`src/pvm_pkg.sv`:
```
// Package for the polyphonic wavetable voice mixer.
// Holds field widths, register codes, fixed-point constants and shared types.
// No dependencies; every other file of the block imports it.
`default_nettype none

package pvm_pkg;

    // Widths of the command and mix word fields.
    localparam int ACTION_W      = 2;
    localparam int INC_W         = 16;
    localparam int TBL_ADDR_W    = 10;
    localparam int SAMPLE_W      = 8;
    localparam int LEVEL_W       = 8;
    localparam int MIX_W         = 11;

    // Configuration register widths and codes.
    localparam int CFG_LEN_W     = 11;
    localparam int CFG_ELEN_W    = 9;
    localparam int CFG_INDEX_W   = 2;
    localparam int CFG_DATA_W    = 11;

    localparam logic [CFG_INDEX_W-1:0] CFG_WAVE_LENGTH     = 2'd0;
    localparam logic [CFG_INDEX_W-1:0] CFG_SUSTAIN_LENGTH  = 2'd1;
    localparam logic [CFG_INDEX_W-1:0] CFG_ATTACK_LENGTH   = 2'd2;
    localparam logic [CFG_INDEX_W-1:0] CFG_ENVELOPE_LENGTH = 2'd3;

    localparam logic [CFG_LEN_W-1:0]  WAVE_LENGTH_RST     = 11'd1024;
    localparam logic [CFG_LEN_W-1:0]  SUSTAIN_LENGTH_RST  = 11'd512;
    localparam logic [CFG_LEN_W-1:0]  ATTACK_LENGTH_RST   = 11'd512;
    localparam logic [CFG_ELEN_W-1:0] ENVELOPE_LENGTH_RST = 9'd256;

    // Fixed-point layout of the voice state.
    localparam int PHASE_FRACTION = 8;
    localparam int ENV_FRACTION   = 7;
    localparam int PHASE_W        = CFG_LEN_W + PHASE_FRACTION;

    // Mix scaling.
    localparam int MIX_SHIFT = 8;
    localparam int MIX_CLIP  = 1016;
    localparam int PROD_W    = SAMPLE_W + LEVEL_W + 1;

    // Command codes.
    typedef enum logic [ACTION_W-1:0] {
        ACT_TICK = 2'd0,
        ACT_NOTE = 2'd1,
        ACT_WAVE = 2'd2,
        ACT_ENV  = 2'd3
    } action_t;

    // Sequencer states.
    typedef enum logic [1:0] {
        ST_IDLE,
        ST_RUN,
        ST_DRAIN
    } state_t;

    // Live configuration.
    typedef struct packed {
        logic [CFG_LEN_W-1:0]  wave_length;
        logic [CFG_LEN_W-1:0]  sustain_length;
        logic [CFG_LEN_W-1:0]  attack_length;
        logic [CFG_ELEN_W-1:0] envelope_length;
    } cfg_t;

    // Control of one voice cell.
    typedef struct packed {
        logic shift;
        logic load;
    } cell_ctrl_t;

    // Table write request.
    typedef struct packed {
        logic                        wave_en;
        logic                        env_en;
        logic [TBL_ADDR_W-1:0]       addr;
        logic signed [SAMPLE_W-1:0]  wave;
        logic [LEVEL_W-1:0]          level;
    } tbl_wr_t;

endpackage

`default_nettype wire

```
`src/pvm_cell.sv`:
```
// One voice cell of the rotating voice ring: increment, phase and envelope position.
// Depends on pvm_pkg.
`default_nettype none

module pvm_cell #(
    parameter int POS_W = 15
) (
    input  wire                         clk,
    input  wire                         rst_n,
    input  pvm_pkg::cell_ctrl_t         ctrl,
    input  wire [pvm_pkg::INC_W-1:0]    load_inc,
    input  wire [pvm_pkg::INC_W-1:0]    shift_inc,
    input  wire [pvm_pkg::PHASE_W-1:0]  shift_phase,
    input  wire [POS_W-1:0]             shift_pos,
    output logic [pvm_pkg::INC_W-1:0]   inc,
    output logic [pvm_pkg::PHASE_W-1:0] phase,
    output logic [POS_W-1:0]            pos
);
    import pvm_pkg::*;

    logic [INC_W-1:0]   inc_reg, inc_next;
    logic [PHASE_W-1:0] phase_reg, phase_next;
    logic [POS_W-1:0]   pos_reg, pos_next;

    // A note start restarts the voice; otherwise take the neighbor's voice on a shift,
    // and hold the voice when neither happens.
    always_comb
    begin
        priority if (ctrl.load)
        begin
            inc_next   = load_inc;
            phase_next = '0;
            pos_next   = '0;
        end
        else if (ctrl.shift)
        begin
            inc_next   = shift_inc;
            phase_next = shift_phase;
            pos_next   = shift_pos;
        end
        else
        begin
            inc_next   = inc_reg;
            phase_next = phase_reg;
            pos_next   = pos_reg;
        end
    end

    always_ff @(posedge clk or negedge rst_n)
    begin
        if (!rst_n)
        begin
            inc_reg   <= '0;
            phase_reg <= '0;
            pos_reg   <= '0;
        end
        else
        begin
            inc_reg   <= inc_next;
            phase_reg <= phase_next;
            pos_reg   <= pos_next;
        end
    end

    assign inc   = inc_reg;
    assign phase = phase_reg;
    assign pos   = pos_reg;

endmodule

`default_nettype wire

```
`config.mk`:
```
export PLATFORM = sky130hd
export DESIGN_NAME = pvm_cell
export DESIGN_NICKNAME = d
export VERILOG_FILES = /design/src/pvm_pkg.sv /design/src/pvm_cell.sv
export SDC_FILE = /design/constraint.sdc
export NUM_CORES = 1
export LEC_CHECK = 0
export BUFFER_PORTS_ARGS = -buffer_cell sky130_fd_sc_hd__clkbuf_2
export CAP_MARGIN = 20
export CORE_MARGIN = 8
export CORE_UTILIZATION = 44
export CTS_CLUSTER_SIZE = 10
export DETAILED_ROUTE_END_ITERATION = 7
export PLACE_DENSITY = 0.8
export SETUP_SLACK_MARGIN = 0.3
export SLEW_MARGIN = 0
export SYNTH_ARGS = -nofsm -noshare
export SYNTH_HDL_FRONTEND = slang
export SYNTH_SLANG_ARGS = --single-unit
export TNS_END_PERCENT = 100
```
`constraint.sdc`:
```
create_clock -name clk -period 0.8 [get_ports clk]
set_input_delay 0.12 -clock clk [delete_from_list [all_inputs] [get_ports clk]]
set_output_delay 0.12 -clock clk [all_outputs]
set_load 0.005 [all_outputs]
```
==> flow_metrics.py <==
metrics = {
    "status": {
        "status": "finished with violations",
        "failed_checks": "hold timing, setup timing",
    },
    "grt": {
        "grt.overflow.total": 0,
        "first_pass_grt_wire_length_mm": 8.83,
        "via_count_of_the_first_global_routing_pass": 1880,
        "global_route_usage_over_all_layers_pct": 14.8,
        "number_of_antenna_violations_at_the_first_check_in_global_routing": 0,
        "pin_count_of_the_biggest_net_entering_global_routing": 51,
    },
    "sta": {
        "final-hold-violation-count": 50,
        "worst_hold_slack_ns": -0.197,
        "finClkSkew_ns": 0,
        "final_max_slew_viol_count": 0,
        "fmaxAchievable_ghz": 1.08,
        "finalCritPeriodShare_pct": 116,
        "maxSlewHeadroom_pct": 82.0,
        "finalWorstSetupSlack_ns": -0.129,
        "grt_setup_unrepaired": "true",
        "time_the_worst_path_needs_with_i_o_delays_and_setup_ns": 0.929,
        "final-setup-viol-count": 64,
        "measured_slew_at_the_worst_slew_check_pin_ns": 0.270,
    },
    "finish": {
        "finalNonFillerCells": 390,
        "share_of_cells_above_drive_strength_1_pct": 48.9,
        "share_of_the_core_filled_with_cells_in_the_final_layout_pct": 66.1,
        "final_nets": 393,
        "most_used_cells_in_the_layout_excluding_fill_and_tap_cells": "sky130_fd_sc_hd__clkbuf_2, sky130_fd_sc_hd__dfrtp_1, sky130_fd_sc_hd__mux2i_1",
        "largest_register_ff_count": 19,
        "mostFrequentLayoutCell": "sky130_fd_sc_hd__clkbuf_2",
        "final_design_area_no_fill_mm2": 0.00312,
        "antenna_cells_inserted": 0,
        "area_delta_synth_final_pct": 45.1,
        "fillCellCount": 372,
    },
    "logic_synthesis": {
        "synth.ff_latch_count": 50,
        "synth-simple-area-share_pct": 8.73,
        "post_synth_xor_area_fraction_pct": 0,
        "dominant_combinational_cell_family_by_area_after_synthesis": "multiplexers",
        "netlist_area_mm2": 0.00215,
        "synth_compound_gate_area_share_pct": 3.72,
        "synth-seq-area-share_pct": 58.2,
        "postSynthCellCount": 179,
        "synth_top_cell_area_share_pct": 58.2,
        "synth_top_cells_by_area": "sky130_fd_sc_hd__dfrtp_1, sky130_fd_sc_hd__mux2i_1, sky130_fd_sc_hd__nor2_1, sky130_fd_sc_hd__o21ai_1, sky130_fd_sc_hd__nand2_1",
        "muxShareOfSynthArea_pct": 23.3,
        "synth.lib_cells_used.distinct": 11,
        "yosys.area.top_type": "sky130_fd_sc_hd__dfrtp_1",
        "synth.net_count": 249,
        "yosys.area_share.adder_pct": 0,
        "synth_warnings": 0,
        "syn_avg_cell_area_um2": 12.0,
    },
    "placed_design": {
        "port-buffer-count": 119,
        "hpwl_mm": 4.08,
        "placed_area_mm2": 0.00280,
        "dp.cells": 357,
        "gpl.final_weighted_congestion": 0.685,
        "placement.setup.worst_slack_ns": -0.149,
    },
    "setup_path": {
        "critPathMaxFanout": 2,
        "crit_arrival_ns": 0.81,
        "crit_end": "inc[10]",
        "critical_path.cell_chain": "buf_2",
        "criticalPathCategory": "reg -> out",
        "worst_ep_required_time_ns": 0.68,
        "worst_path_max_stage_delay_ns": 0.39,
        "worst_r2r_startpoint": "phase[7]",
        "critical_path.endpoint_type": "output port",
        "r2r_end": "phase[7]",
        "r2r_cells": 4,
        "setup.worst_path.start_class": "register",
        "critical_path.slowest_cell": "sky130_fd_sc_hd__dfrtp_1",
        "reg2reg_setup_slack_ns": -0.09,
        "crit_buf_inv": 1,
        "crit_path_from": "inc[10]",
        "critical_path.top_delay_family": "flip-flops",
        "worstSetupPathDepth": 1,
    },
    "drt": {
        "post_drt_via_cell_ratio": 4.59,
        "num_vias": 1791,
        "number_of_remaining_drc_errors": 0,
        "initialDrtViolationCount": 63,
        "drt_pre_antenna_iters": 4,
        "antenna_violating_nets_post_route": 0,
        "wl_per_cell_um": 14.4,
        "detailed_route_wl_mm": 5.63,
    },
    "floorplan": {
        "start_util_pct": 45.5,
        "chipWidth_um": 85.9,
        "fp.coreArea_mm2": 0.00472,
        "placement_row_count": 25,
        "number_of_ports_placed_on_the_die_boundary": 120,
        "die_area_mm2": 0.00738,
        "die_h_um": 85.9,
    },
    "clock_network": {
        "htree_num_levels": 2,
        "cts_max_path_buffers": 2,
        "clk_latency_ns": 0.29,
        "cts_inserted_buffers": 5,
        "cts_sinks": 50,
        "clk_pin_slew_ns": 0.08,
        "cts_tree": "built",
        "ctsRootBufferMaster": "sky130_fd_sc_hd__clkbuf_8",
    },
    "power": {
        "ir_worst_vdd_mv": 0.864,
        "power_leakage_nw": 1.80,
        "powerDensity_mw_per_mm2": 1780,
        "finalPower_w": 0.00557,
    },
    "min_path": {
        "min_path_type": "in -> async",
    },
    "flow_run": {
        "cap_viol_max_count": 0,
    },
}
-- cell type report --
cell class / count / area, um2 / share of cell area (%)
clock inverters: 1 / 30.0 / 0.962
well taps: 67 / 83.8 / 2.69
multi-input cells: 116 / 772 / 24.7
repair buffers: 150 / 902 / 28.9
flip-flops and latches: 50 / 1250 / 40.1
clock buffers: 6 / 82.6 / 2.65
-- report_power, final --
part | switching (W) | internal (W)
Clock | 0.000774 | 0.00100
Combinational | 0.000443 | 0.000563
Sequential | 0.0000931 | 0.00270
-- cells in the mapped netlist --
| cell type | n |
|---|---|
| sky130_fd_sc_hd__buf_12 | 2 |
| sky130_fd_sc_hd__buf_2 | 4 |
| sky130_fd_sc_hd__buf_4 | 1 |
| sky130_fd_sc_hd__buf_6 | 1 |
| sky130_fd_sc_hd__buf_8 | 3 |
| sky130_fd_sc_hd__clkbuf_1 | 2 |
| sky130_fd_sc_hd__dfrtp_1 | 50 |
| sky130_fd_sc_hd__mux2i_1 | 50 |
| sky130_fd_sc_hd__nand2_1 | 16 |
| sky130_fd_sc_hd__nor2_1 | 34 |
| sky130_fd_sc_hd__o21ai_1 | 16 |
-- stage by stage --
stage / hold WS [ns] / setup TNS, ns
final: -0.197 / -6.13
after global routing: -0.188 / -9.03
after global placement: 0.132 / -3.51
after CTS: -0.185 / -6.47
after detailed placement: 0.133 / -4.63
after floorplan: -0.176 / 0
-- routing by layer --
layer  up-vias  share of wire (%)  GRT usage, %
met5         -                  0             0
met4         0                1.2          4.30
met3         9                8.6          5.64
met2        77                 48          24.4
met1       824                 42          17.3
li1        881                  -             -
-- cell families after synthesis --
kind of cell / after synthesis
flops: 50
simple gates: 50
compound gates: 16
buf+inv: 13
mux: 50
-- how the worst min path moves through the flow --
stage / endpoint / slack [ns] / cells after the start / from
after floorplan: inc[0] / -0.18 / 0 / rst_n
after global placement: phase[1] / 0.13 / 2 / rst_n
after detailed placement: phase[11] / 0.13 / 2 / rst_n
after CTS: phase[11] / -0.18 / 2 / rst_n
after global routing: phase[1] / -0.19 / 2 / rst_n
final: phase[1] / -0.20 / 2 / rst_n
-- what timing repair did --
| action | in CTS | in global routing |
|---|---|---|
| buffers inserted | 14 | 12 |
| gates cloned | 0 | 0 |
| gates resized for setup | 0 | 5 |
| setup endpoints to repair | 100 | 100 |
| pin swaps | 0 | 7 |
| hold endpoints to repair | 50 | 50 |
Power figures use the tool's default switching activity.
