$ cat src/pvm_pkg.sv
// Package for the polyphonic wavetable voice mixer.
// Holds field widths, register codes, fixed-point constants and shared types.
// No dependencies; every other file of the block imports it.
`default_nettype none

package pvm_pkg;

    // Widths of the command and mix word fields.
    localparam int ACTION_W      = 2;
    localparam int INC_W         = 16;
    localparam int TBL_ADDR_W    = 10;
    localparam int SAMPLE_W      = 8;
    localparam int LEVEL_W       = 8;
    localparam int MIX_W         = 11;

    // Configuration register widths and codes.
    localparam int CFG_LEN_W     = 11;
    localparam int CFG_ELEN_W    = 9;
    localparam int CFG_INDEX_W   = 2;
    localparam int CFG_DATA_W    = 11;

    localparam logic [CFG_INDEX_W-1:0] CFG_WAVE_LENGTH     = 2'd0;
    localparam logic [CFG_INDEX_W-1:0] CFG_SUSTAIN_LENGTH  = 2'd1;
    localparam logic [CFG_INDEX_W-1:0] CFG_ATTACK_LENGTH   = 2'd2;
    localparam logic [CFG_INDEX_W-1:0] CFG_ENVELOPE_LENGTH = 2'd3;

    localparam logic [CFG_LEN_W-1:0]  WAVE_LENGTH_RST     = 11'd1024;
    localparam logic [CFG_LEN_W-1:0]  SUSTAIN_LENGTH_RST  = 11'd512;
    localparam logic [CFG_LEN_W-1:0]  ATTACK_LENGTH_RST   = 11'd512;
    localparam logic [CFG_ELEN_W-1:0] ENVELOPE_LENGTH_RST = 9'd256;

    // Fixed-point layout of the voice state.
    localparam int PHASE_FRACTION = 8;
    localparam int ENV_FRACTION   = 7;
    localparam int PHASE_W        = CFG_LEN_W + PHASE_FRACTION;

    // Mix scaling.
    localparam int MIX_SHIFT = 8;
    localparam int MIX_CLIP  = 1016;
    localparam int PROD_W    = SAMPLE_W + LEVEL_W + 1;

    // Command codes.
    typedef enum logic [ACTION_W-1:0] {
        ACT_TICK = 2'd0,
        ACT_NOTE = 2'd1,
        ACT_WAVE = 2'd2,
        ACT_ENV  = 2'd3
    } action_t;

    // Sequencer states.
    typedef enum logic [1:0] {
        ST_IDLE,
        ST_RUN,
        ST_DRAIN
    } state_t;

    // Live configuration.
    typedef struct packed {
        logic [CFG_LEN_W-1:0]  wave_length;
        logic [CFG_LEN_W-1:0]  sustain_length;
        logic [CFG_LEN_W-1:0]  attack_length;
        logic [CFG_ELEN_W-1:0] envelope_length;
    } cfg_t;

    // Control of one voice cell.
    typedef struct packed {
        logic shift;
        logic load;
    } cell_ctrl_t;

    // Table write request.
    typedef struct packed {
        logic                        wave_en;
        logic                        env_en;
        logic [TBL_ADDR_W-1:0]       addr;
        logic signed [SAMPLE_W-1:0]  wave;
        logic [LEVEL_W-1:0]          level;
    } tbl_wr_t;

endpackage

`default_nettype wire

$ cat src/pvm_voice_step.sv
// Advance of the voice at the head of the ring: phase loop, envelope step, table addresses.
// Depends on pvm_pkg.
`default_nettype none

module pvm_voice_step #(
    parameter int WAVE_DEPTH = 1024,
    parameter int ENV_DEPTH  = 256,
    localparam int WA_W  = $clog2(WAVE_DEPTH),
    localparam int EA_W  = $clog2(ENV_DEPTH),
    localparam int POS_W = EA_W + pvm_pkg::ENV_FRACTION
) (
    input  pvm_pkg::cfg_t                cfg,
    input  wire [pvm_pkg::INC_W-1:0]     inc,
    input  wire [pvm_pkg::PHASE_W-1:0]   phase,
    input  wire [POS_W-1:0]              pos,
    output logic [pvm_pkg::PHASE_W-1:0]  phase_next,
    output logic [POS_W-1:0]             pos_next,
    output logic [WA_W-1:0]              widx,
    output logic [EA_W-1:0]              eidx
);
    import pvm_pkg::*;

    localparam int ELEN_W = (EA_W + 1 > CFG_ELEN_W) ? EA_W + 1 : CFG_ELEN_W;
    localparam int LIM_W  = ELEN_W + ENV_FRACTION;
    localparam int IDX_W  = PHASE_W - PHASE_FRACTION;

    logic [PHASE_W:0]        raw_sum;
    logic [PHASE_W-1:0]      ph_wrap;
    logic [PHASE_W-1:0]      end_mark;
    logic [PHASE_W-1:0]      loop_len;
    logic [PHASE_W-1:0]      attack_mark;
    logic [IDX_W+WA_W-1:0]   widx_ext;
    logic [ELEN_W-1:0]       env_len_ext;
    logic [ELEN_W-1:0]       depth_ext;
    logic [ELEN_W-1:0]       elen;
    logic [LIM_W-1:0]        elimit;
    logic [LIM_W:0]          pos_plus;
    logic                    advance;

    // Phase accumulate, wrapping at the accumulator width.
    assign raw_sum = {1'b0, phase} + (PHASE_W + 1)'(inc);
    assign ph_wrap = raw_sum[PHASE_W-1:0];

    // Past the waveform end the phase jumps back by the sustain loop.
    assign end_mark    = {cfg.wave_length, {PHASE_FRACTION{1'b0}}};
    assign loop_len    = {cfg.sustain_length, {PHASE_FRACTION{1'b0}}};
    assign attack_mark = {cfg.attack_length, {PHASE_FRACTION{1'b0}}};
    assign phase_next  = (ph_wrap >= end_mark) ? ph_wrap - loop_len : ph_wrap;

    // Waveform index wraps modulo the table depth.
    assign widx_ext = {{WA_W{1'b0}}, phase_next[PHASE_W-1:PHASE_FRACTION]};
    assign widx     = widx_ext[WA_W-1:0];

    // Envelope length is capped at the table depth.
    assign env_len_ext = ELEN_W'(cfg.envelope_length);
    assign depth_ext   = ELEN_W'(ENV_DEPTH);
    assign elen        = (env_len_ext > depth_ext) ? depth_ext : env_len_ext;
    assign elimit      = {elen, {ENV_FRACTION{1'b0}}};

    // The envelope steps once past the attack region, stopping at its last entry.
    assign pos_plus = (LIM_W + 1)'(pos) + (LIM_W + 1)'(1);
    assign advance  = (phase_next >= attack_mark) && (pos_plus < {1'b0, elimit});
    assign pos_next = advance ? pos + POS_W'(1) : pos;

    // Envelope read uses the position from before the step.
    assign eidx = pos[POS_W-1:ENV_FRACTION];

endmodule

`default_nettype wire

$ cat config.mk
export PLATFORM = sky130hd
export DESIGN_NAME = pvm_voice_step
export DESIGN_NICKNAME = d
export VERILOG_FILES = /design/src/pvm_pkg.sv /design/src/pvm_voice_step.sv
export SDC_FILE = /design/constraint.sdc
export NUM_CORES = 1
export LEC_CHECK = 0
export ABC_AREA = 1
export BUFFER_PORTS_ARGS = -buffer_cell sky130_fd_sc_hd__buf_4
export CAP_MARGIN = 20
export CORE_MARGIN = 5
export CORE_UTILIZATION = 55
export DETAILED_ROUTE_END_ITERATION = 6
export MAX_ROUTING_LAYER = met4
export PLACE_DENSITY = 0.91
export SLEW_MARGIN = 10
export SYNTH_ARGS = -nofsm -noshare
export SYNTH_HDL_FRONTEND = slang
export SYNTH_SLANG_ARGS = --single-unit
$ cat constraint.sdc
create_clock -name vclk -period 12.3
set_input_delay 1.845 -clock vclk [all_inputs]
set_output_delay 1.845 -clock vclk [all_outputs]
set_load 0.01 [all_outputs]
==> flow_summary_export.csv, run 1 <==
group,metric,value,unit
setup_path,cpPeakStageDelay,380,ps
sta,worst_slew_pin_slew,521.5,ps
cts,ctsResizeCount,0,
setup_path,crit_type,"input pin to output port",
sta,period_share,0.6820,
sta,hold_viol_final,0,
setup_path,critical_path.max_fanout,16,
die,rows,28,
global_route,grt_pass1_vias,3992,
sta,setup_viol,0,
sta,slew_headroom,0.6498,
power_and_ir_drop,vdd_drop_max,0.05761,mV
logic_synthesis,synthDistinctLibCells,38,
layout,layout_commonest_cell,"nand2_1",
layout,regArea,0,µm²
die,start_util,0.5566,
logic_synthesis,syn_area,0.003237,mm²
logic_synthesis,syn_avg_cell_area,5.770,µm²
setup_path,crit_slowest_cell,"fa_1",
logic_synthesis,synth.area.mux_share,0,
sta,finalMaxSlewViolations,0,
power_and_ir_drop,power_density,88.70,mW/mm²
drt,wl_per_cell,13.39,µm
layout,syn2layout_area_growth,30.85,%
power_and_ir_drop,p_leak,0.002563,µW
global_route,overflow,0,
drt,drc,1,
logic_synthesis,synthSimpleGateAreaFrac,0.3981,
layout,finalNetCount,836,
sta,hold-worst-slack,3887,ps
logic_synthesis,ys_seq_area_frac,0,
layout,final_cell_mix,"nand2_1, buf_4, inv_1",
sta,tns,0,ps
drt,detail_route.first_pass.iterations,7,
job,cap_viol_max_count,0,
setup_path,critPathLaunch,"inc[0]",
layout,numSequentialCells,0,
logic_synthesis,syn_inst,561,
cts,post_cts.repair.setup_buffers,0,
die,ios,144,
setup_path,path_common_cell,"nand2_1",
die,die_w,86.72,µm
status,violations,"design-rule violations",
logic_synthesis,synth_nets,712,
placement,dp_hpwl,9088,µm
drt,totalWireLength,10150,µm
worst_hold_path,hp-class,"input pin to output port",
sta,min_period,8389,ps
global_route,antenna_found_initial,0,
die,fp.dieH,86.72,µm
sta,rsz0062_at_grt,"no",
status,status,"complete, but fails checks",
global_route,grt_first_pass_wirelength,16890,µm
sta,fmax,119.2,MHz
global_route,grt_max_degree,17,
cts,hold_buffers,0,
layout,fin_util,0.7283,
setup_path,crit_path_end_kind,"output port",
drt,vias_per_cell,5.356,
drt,drtIter0Drc,138,
global_route,grtUsageTotal,0.2728,
placement,place_congestion,0.9746,
layout,diodes,0,
setup_path,cp.arrival,6540,ps
die,coreArea,0.005816,mm²
setup_path,critPathRequiredTime,10450,ps
logic_synthesis,synthAdderAreaFrac,0.2327,
drt,detail-route-antenna-nets,0,
placement,io_buffers,144,
setup_path,worstSetupStartpointType,"input pin",
layout,drive_above_1_share,0.2548,
die,die_area,0.007519,mm²
logic_synthesis,yosysWarningCount,0,
logic_synthesis,synth_compound_area_frac,0.1237,
logic_synthesis,synth_xor_area_frac,0.07306,
drt,num_vias,4060,
setup_path,crit_end,"pos_next[0]",
logic_synthesis,synth_top_family_by_area,"simple AND/OR/NAND/NOR gates",
layout,nClkBuffers,0,
-- how the worst min path moves through the flow --
stage	cells past startpoint	to	slack (ps)	from
6_report	2	eidx[7]	3890	pos[14]
5_1_grt	2	eidx[7]	3890	pos[14]
3_5_place_dp	2	eidx[7]	3890	pos[14]
2_1_floorplan	1	eidx[0]	3780	pos[7]
4_1_cts	2	eidx[7]	3890	pos[14]
3_3_place_gp	2	eidx[7]	3890	pos[14]
-- layer usage --
layer	track usage	share of wire	vias to the layer above
met5	-	0	-
met4	0.07790	0.026	0
met3	0.01616	0.078	30
met2	0.5070	0.50	199
met1	0.3130	0.39	1777
li1	-	-	2054
-- cell usage after synthesis, types with 3 or more instances --
cell,n,share of area
a21oi_1,33,0.051
buf_4,19,0.044
buf_6,3,0.010
ha_1,57,0.22
inv_1,98,0.11
nand2_1,160,0.19
nand2_2,9,0.017
nand2_4,3,0.010
nand3_1,43,0.066
nand3_2,5,0.015
nand4_1,10,0.019
nor2_1,30,0.035
nor3_1,11,0.017
nor4_1,4,0.0077
o21ai_0,14,0.022
o21ai_2,5,0.014
xnor2_1,7,0.019
xor2_1,20,0.054
-- worst max-delay path: cells and delay by family --
kind            cells  cell delay, ps
simple gates       13            1540
fa+ha+maj           4            1280
compound gates      6             950
buf+inv             5             560
xor+xnor            1             360
-- layout make-up --
| class | instances | area [µm²] |
|---|---|---|
| fill | 521 | 1580 |
| tap | 75 | 93.84 |
| multi-input combinational | 438 | 2679 |
| timing repair buffer | 144 | 1081 |
| inverter | 101 | 381.6 |
-- stage by stage --
| step | cell area, µm² | total power (µW) | setup slack, ps | instances |
|---|---|---|---|---|
| after floorplan | 3237 | 251.0 | 4617 | 561 |
| after global placement | 4235 | 361.8 | 4198 | 758 |
| after detailed placement | 4235 | 372.6 | 3982 | 758 |
| after CTS | 4235 | 373.7 | 3982 | 758 |
| after global routing | 4235 | 418.1 | 3466 | 758 |
| final | 4235 | 375.7 | 3911 | 758 |
-- power breakdown --
group	internal, µW	switching [µW]
Combinational	160	215
Clock	0	0
Sequential	0	0
Total	160	215
-- kinds of logic (layout without fill, tap and decap cells) --
family,after synthesis,in the layout
and+or+nand+nor,284,284
buffers and inverters,123,245
AOI/OAI and AO/OA,68,68
adders and majority gates,59,59
xor gates and xnor gates,27,27
No activity file was read; power rests on OpenSTA's default activity.
==> inputs of run 2 (changes only) <==
Settings changed: CORE_UTILIZATION 55 to 46, PLACE_DENSITY 0.91 to 0.81.
Clock period 12.3 ns to 7.7 ns, I/O delays scaled along.
==> run 2 against run 1 <==
Compared with the run above:
- the run now ends clean
- die area increased by 17%
- via count decreased by 4.0%
- setup slack got worse by 3200 ps
- clock-buffer cell count unchanged
- hold slack got worse by 1400 ps
==> flow_summary_export.csv, run 2 (synthesis results as in run 1) <==
group,metric,value,unit
worst_hold_path,worstHoldStart,"pos[8]",
die,start_util,0.4738,
drt,detail_route.first_pass.iterations,4,
layout,drive_above_1_share,0.2548,
worst_hold_path,worstHoldPathCells,2,
layout,final_cell_mix,"nand2_1, buf_4, inv_1",
layout,finalNetCount,836,
global_route,grt_first_pass_wirelength,16390,µm
drt,detail-route-antenna-nets,0,
die,fp.dieH,93.89,µm
sta,finalMaxSlewViolations,0,
status,status,"finished, final reports clean",
layout,nClkBuffers,0,
global_route,antenna_found_initial,0,
layout,nFillCells,681,
global_route,grt_max_degree,17,
layout,layout_commonest_cell,"nand2_1",
setup_path,critPathRequiredTime,6550,ps
drt,drc,0,
global_route,overflow,0,
drt,wl_per_cell,12.56,µm
job,cap_viol_max_count,0,
worst_hold_path,holdPathEnd,"eidx[1]",
setup_path,cpLargestDelayFamily,"simple AND/OR/NAND/NOR gates",
power_and_ir_drop,vdd_drop_max,0.1249,mV
layout,stdcell_count,779,
global_route,grt_pass1_vias,3709,
sta,tns,0,ps
setup_path,crit_type,"input pin to output port",
sta,min_period,7010,ps
setup_path,crit_slowest_cell,"o21ai_0",
setup_path,cp.arrival,5850,ps
power_and_ir_drop,power,595.8,µW
die,die_w,93.89,µm
layout,numSequentialCells,0,
drt,num_vias,3899,
placement,dp_hpwl,8906,µm
setup_path,cpPeakStageDelay,420,ps
sta,rsz0062_at_grt,"no",
worst_hold_path,hp-class,"input pin to output port",
power_and_ir_drop,power_density,139.8,mW/mm²
sta,hold_viol_final,0,
cts,hold_buffers,0,
sta,fmax,142.7,MHz
setup_path,crit_path_end_kind,"output port",
drt,vias_per_cell,5.005,
cts,post_cts.repair.setup_buffers,0,
die,coreArea,0.006832,mm²
setup_path,cp.buffers_inverters,5,
power_and_ir_drop,p_leak,0.002563,µW
drt,drtIter0Drc,141,
sta,worst_slew_pin_slew,514.6,ps
layout,multi_input_area,0.002679,mm²
layout,regArea,0,µm²
drt,totalWireLength,9783,µm
placement,io_buffers,144,
die,ios,144,
placement,dp.cells,779,
sta,period_share,0.9104,
setup_path,path_common_cell,"nand2_1",
setup_path,critical_path.max_fanout,16,
global_route,grtUsageTotal,0.2227,
die,die_area,0.008814,mm²
setup_path,worstSetupStartpointType,"input pin",
cts,ctsResizeCount,0,
sta,setup_viol,0,
layout,syn2layout_area_growth,31.66,%
sta,slew_headroom,0.6545,
layout,diodes,0,
die,rows,30,
placement,place_congestion,0.9185,
## run 2: cell counts in the layout (fill, tap and decap cells not counted)
Identical to the previous run, type by type.
## run 2: worst max path at each step
stage,cells past startpoint,startpoint,end,slack (ps)
after CTS,34,inc[0],pos_next[4],740
final,34,inc[0],pos_next[0],690
after global placement,34,inc[0],pos_next[10],830
after floorplan,35,inc[0],pos_next[10],1400
after global routing,36,inc[0],pos_next[10],180
after detailed placement,34,inc[0],pos_next[4],740
## run 2: area by class of cell
cell class / instances / area share
inverter: 101 / 0.08955
timing repair buffer: 144 / 0.2537
multi-input combinational: 438 / 0.6286
tap: 96 / 0.02819
## run 2: per-layer routing
layer,GRT usage,vias to the layer above,part of all wire
li1,-,2044,-
met1,0.2726,1709,0.42
met2,0.4021,131,0.49
met3,0.02163,15,0.073
met4,0.03369,0,0.016
met5,-,-,0
## run 2: stage by stage
step,cell area [µm²],setup slack [ps],hold slack (ps),utilization
2_1_floorplan,3237,1397,2402,-
6_report,4262,690.3,2514,0.6238
5_1_grt,4262,181.5,2522,0.6238
3_5_place_dp,4262,742.6,2514,0.6238
3_3_place_gp,4262,830.6,2513,0.6238
4_1_cts,4262,737.2,2515,0.6238
## run 2: where the power goes
| part | switching (µW) | total (µW) | leakage, µW | internal, µW |
|---|---|---|---|---|
| registers | 0 | 0 | 0 | 0 |
| clock network | 0 | 0 | 0 | 0 |
| logic | 340 | 596 | 0.00256 | 256 |
| total | 340 | 596 | 0.00256 | 256 |
==> inputs of run 3 (changes only) <==
Settings changed: BUFFER_PORTS_ARGS -buffer_cell sky130_fd_sc_hd__buf_4 to default, CORE_UTILIZATION 46 to 62, DONT_BUFFER_PORTS from default to 1, GPL_ROUTABILITY_DRIVEN from default to 0, PLACE_DENSITY 0.81 to 0.85.
==> run 3 against run 2 <==
Compared with the run above:
- final cell count decreased by 22%
- final area fell by 26%
- setup slack worse by 7.8 ps
- global-route usage grew 2.6 points
- sequential share of layout area unchanged
- wire length fell by 14%
- first-iteration DRC count increased by 21%
- hold slack got worse by 200 ps
- fmax decreased by 0.11%
- combinational power shrank 25%
==> flow_summary_export.csv, run 3 (synthesis results as in run 1) <==
group,metric,value,unit
layout,finalNetCount,693,
job,cap_viol_max_count,0,
layout,final_cell_mix,"nand2_1, inv_1, ha_1",
drt,wl_per_cell,13.79,µm
sta,tns,0,ps
worst_hold_path,hp-class,"input pin to output port",
drt,detail-route-antenna-nets,0,
sta,setup_viol,0,
sta,min_period,7018,ps
sta,finalMaxSlewViolations,0,
sta,hold_viol_final,0,
layout,drive_above_1_share,0.05741,
setup_path,critPathRequiredTime,6550,ps
sta,slew_headroom,0.5806,
setup_path,cp.arrival,5860,ps
layout,design_area,0.003156,mm²
drt,detail_route.first_pass.iterations,5,
status,status,"finished, final reports clean",
global_route,grt_max_degree,17,
layout,nClkBuffers,0,
drt,totalWireLength,8409,µm
sta,rsz0062_at_grt,"no",
die,ios,144,
setup_path,critPathLaunch,"inc[0]",
setup_path,path_common_cell,"nand2_1",
global_route,overflow,0,
setup_path,crit_end,"pos_next[2]",
setup_path,critical_path.max_fanout,16,
sta,period_share,0.9114,
die,start_util,0.6378,
global_route,grt_pass1_vias,3157,
layout,diodes,0,
setup_path,cp_num_cells,30,
sta,worst_slew_pin_slew,625.0,ps
cts,post_cts.repair.setup_buffers,0,
drt,num_vias,3445,
setup_path,crit_path_end_kind,"output port",
layout,numSequentialCells,0,
die,fp.dieH,82.26,µm
drt,drtIter0Drc,170,
sta,fmax,142.5,MHz
setup_path,cpLargestDelayFamily,"simple AND/OR/NAND/NOR gates",
drt,drc,0,
die,rows,26,
setup_path,crit_slowest_cell,"fa_1",
global_route,grtUsageTotal,0.2483,
layout,layout_commonest_cell,"nand2_1",
die,die_area,0.006766,mm²
power_and_ir_drop,power_density,140.9,mW/mm²
setup_path,crit_type,"input pin to output port",
layout,syn2layout_area_growth,-2.512,%
placement,io_buffers,0,
setup_path,cp.buffers_inverters,3,
placement,placed_area,0.003156,mm²
layout,regArea,0,µm²
placement,dp_hpwl,7589,µm
setup_path,cpPeakStageDelay,390,ps
die,die_w,82.26,µm
power_and_ir_drop,vdd_drop_max,0.1297,mV
power_and_ir_drop,p_leak,0.001873,µW
die,coreArea,0.005075,mm²
drt,vias_per_cell,5.648,
setup_path,worstSetupStartpointType,"input pin",
global_route,grt_first_pass_wirelength,13480,µm
global_route,antenna_found_initial,0,
==> run 3: changes by cell type in the layout (fill, tap and decap cells not counted), sizes merged <==
cell,previous run,this run
buf,144,1
==> run 3: routing by layer <==
metal,wire [µm],global-route usage
met5,0,-
met4,148,0.04153
met3,754,0.03905
met2,4135,0.4551
met1,3370,0.2865
==> run 3: power by group <==
group	switching (µW)	leakage (µW)	internal, µW
sequential	0	0	0
combinational	303	0.00187	142
clock	0	0	0
total	303	0.00187	142
==> run 3: cell type report <==
cell class,instances,area (µm²)
inverter,101,381.6
multi-input combinational,438,2679
timing repair buffer,1,7.507
fill,542,1919
tap,70,87.58
==> run 3: timing repair <==
action	in CTS	in global routing
gates resized for setup	0	1
hold buffers	0	0
endpoints found under the setup margin	0	10
==> run 3: per-stage QoR <==
stage | util | hold WS, ps | total power (µW) | setup slack [ps] | instances
after floorplan | - | 2402 | 401.0 | 1397 | 561
after global placement | 0.6218 | 2310 | 428.8 | 687.7 | 610
after detailed placement | 0.6218 | 2310 | 444.0 | 514.3 | 610
after CTS | 0.6218 | 2310 | 445.6 | 523.1 | 610
after global routing | 0.6218 | 2310 | 503.6 | 245.2 | 610
final | 0.6218 | 2310 | 444.6 | 682.4 | 610
==> run 3: worst min-delay path by stage <==
stage	start	to	slack, ps	cells after the start
after floorplan	pos[7]	eidx[0]	2400	1
after global placement	pos[14]	eidx[7]	2310	0
after detailed placement	pos[14]	eidx[7]	2310	0
after CTS	pos[14]	eidx[7]	2310	0
after global routing	pos[8]	eidx[1]	2310	0
final	pos[8]	eidx[1]	2310	0
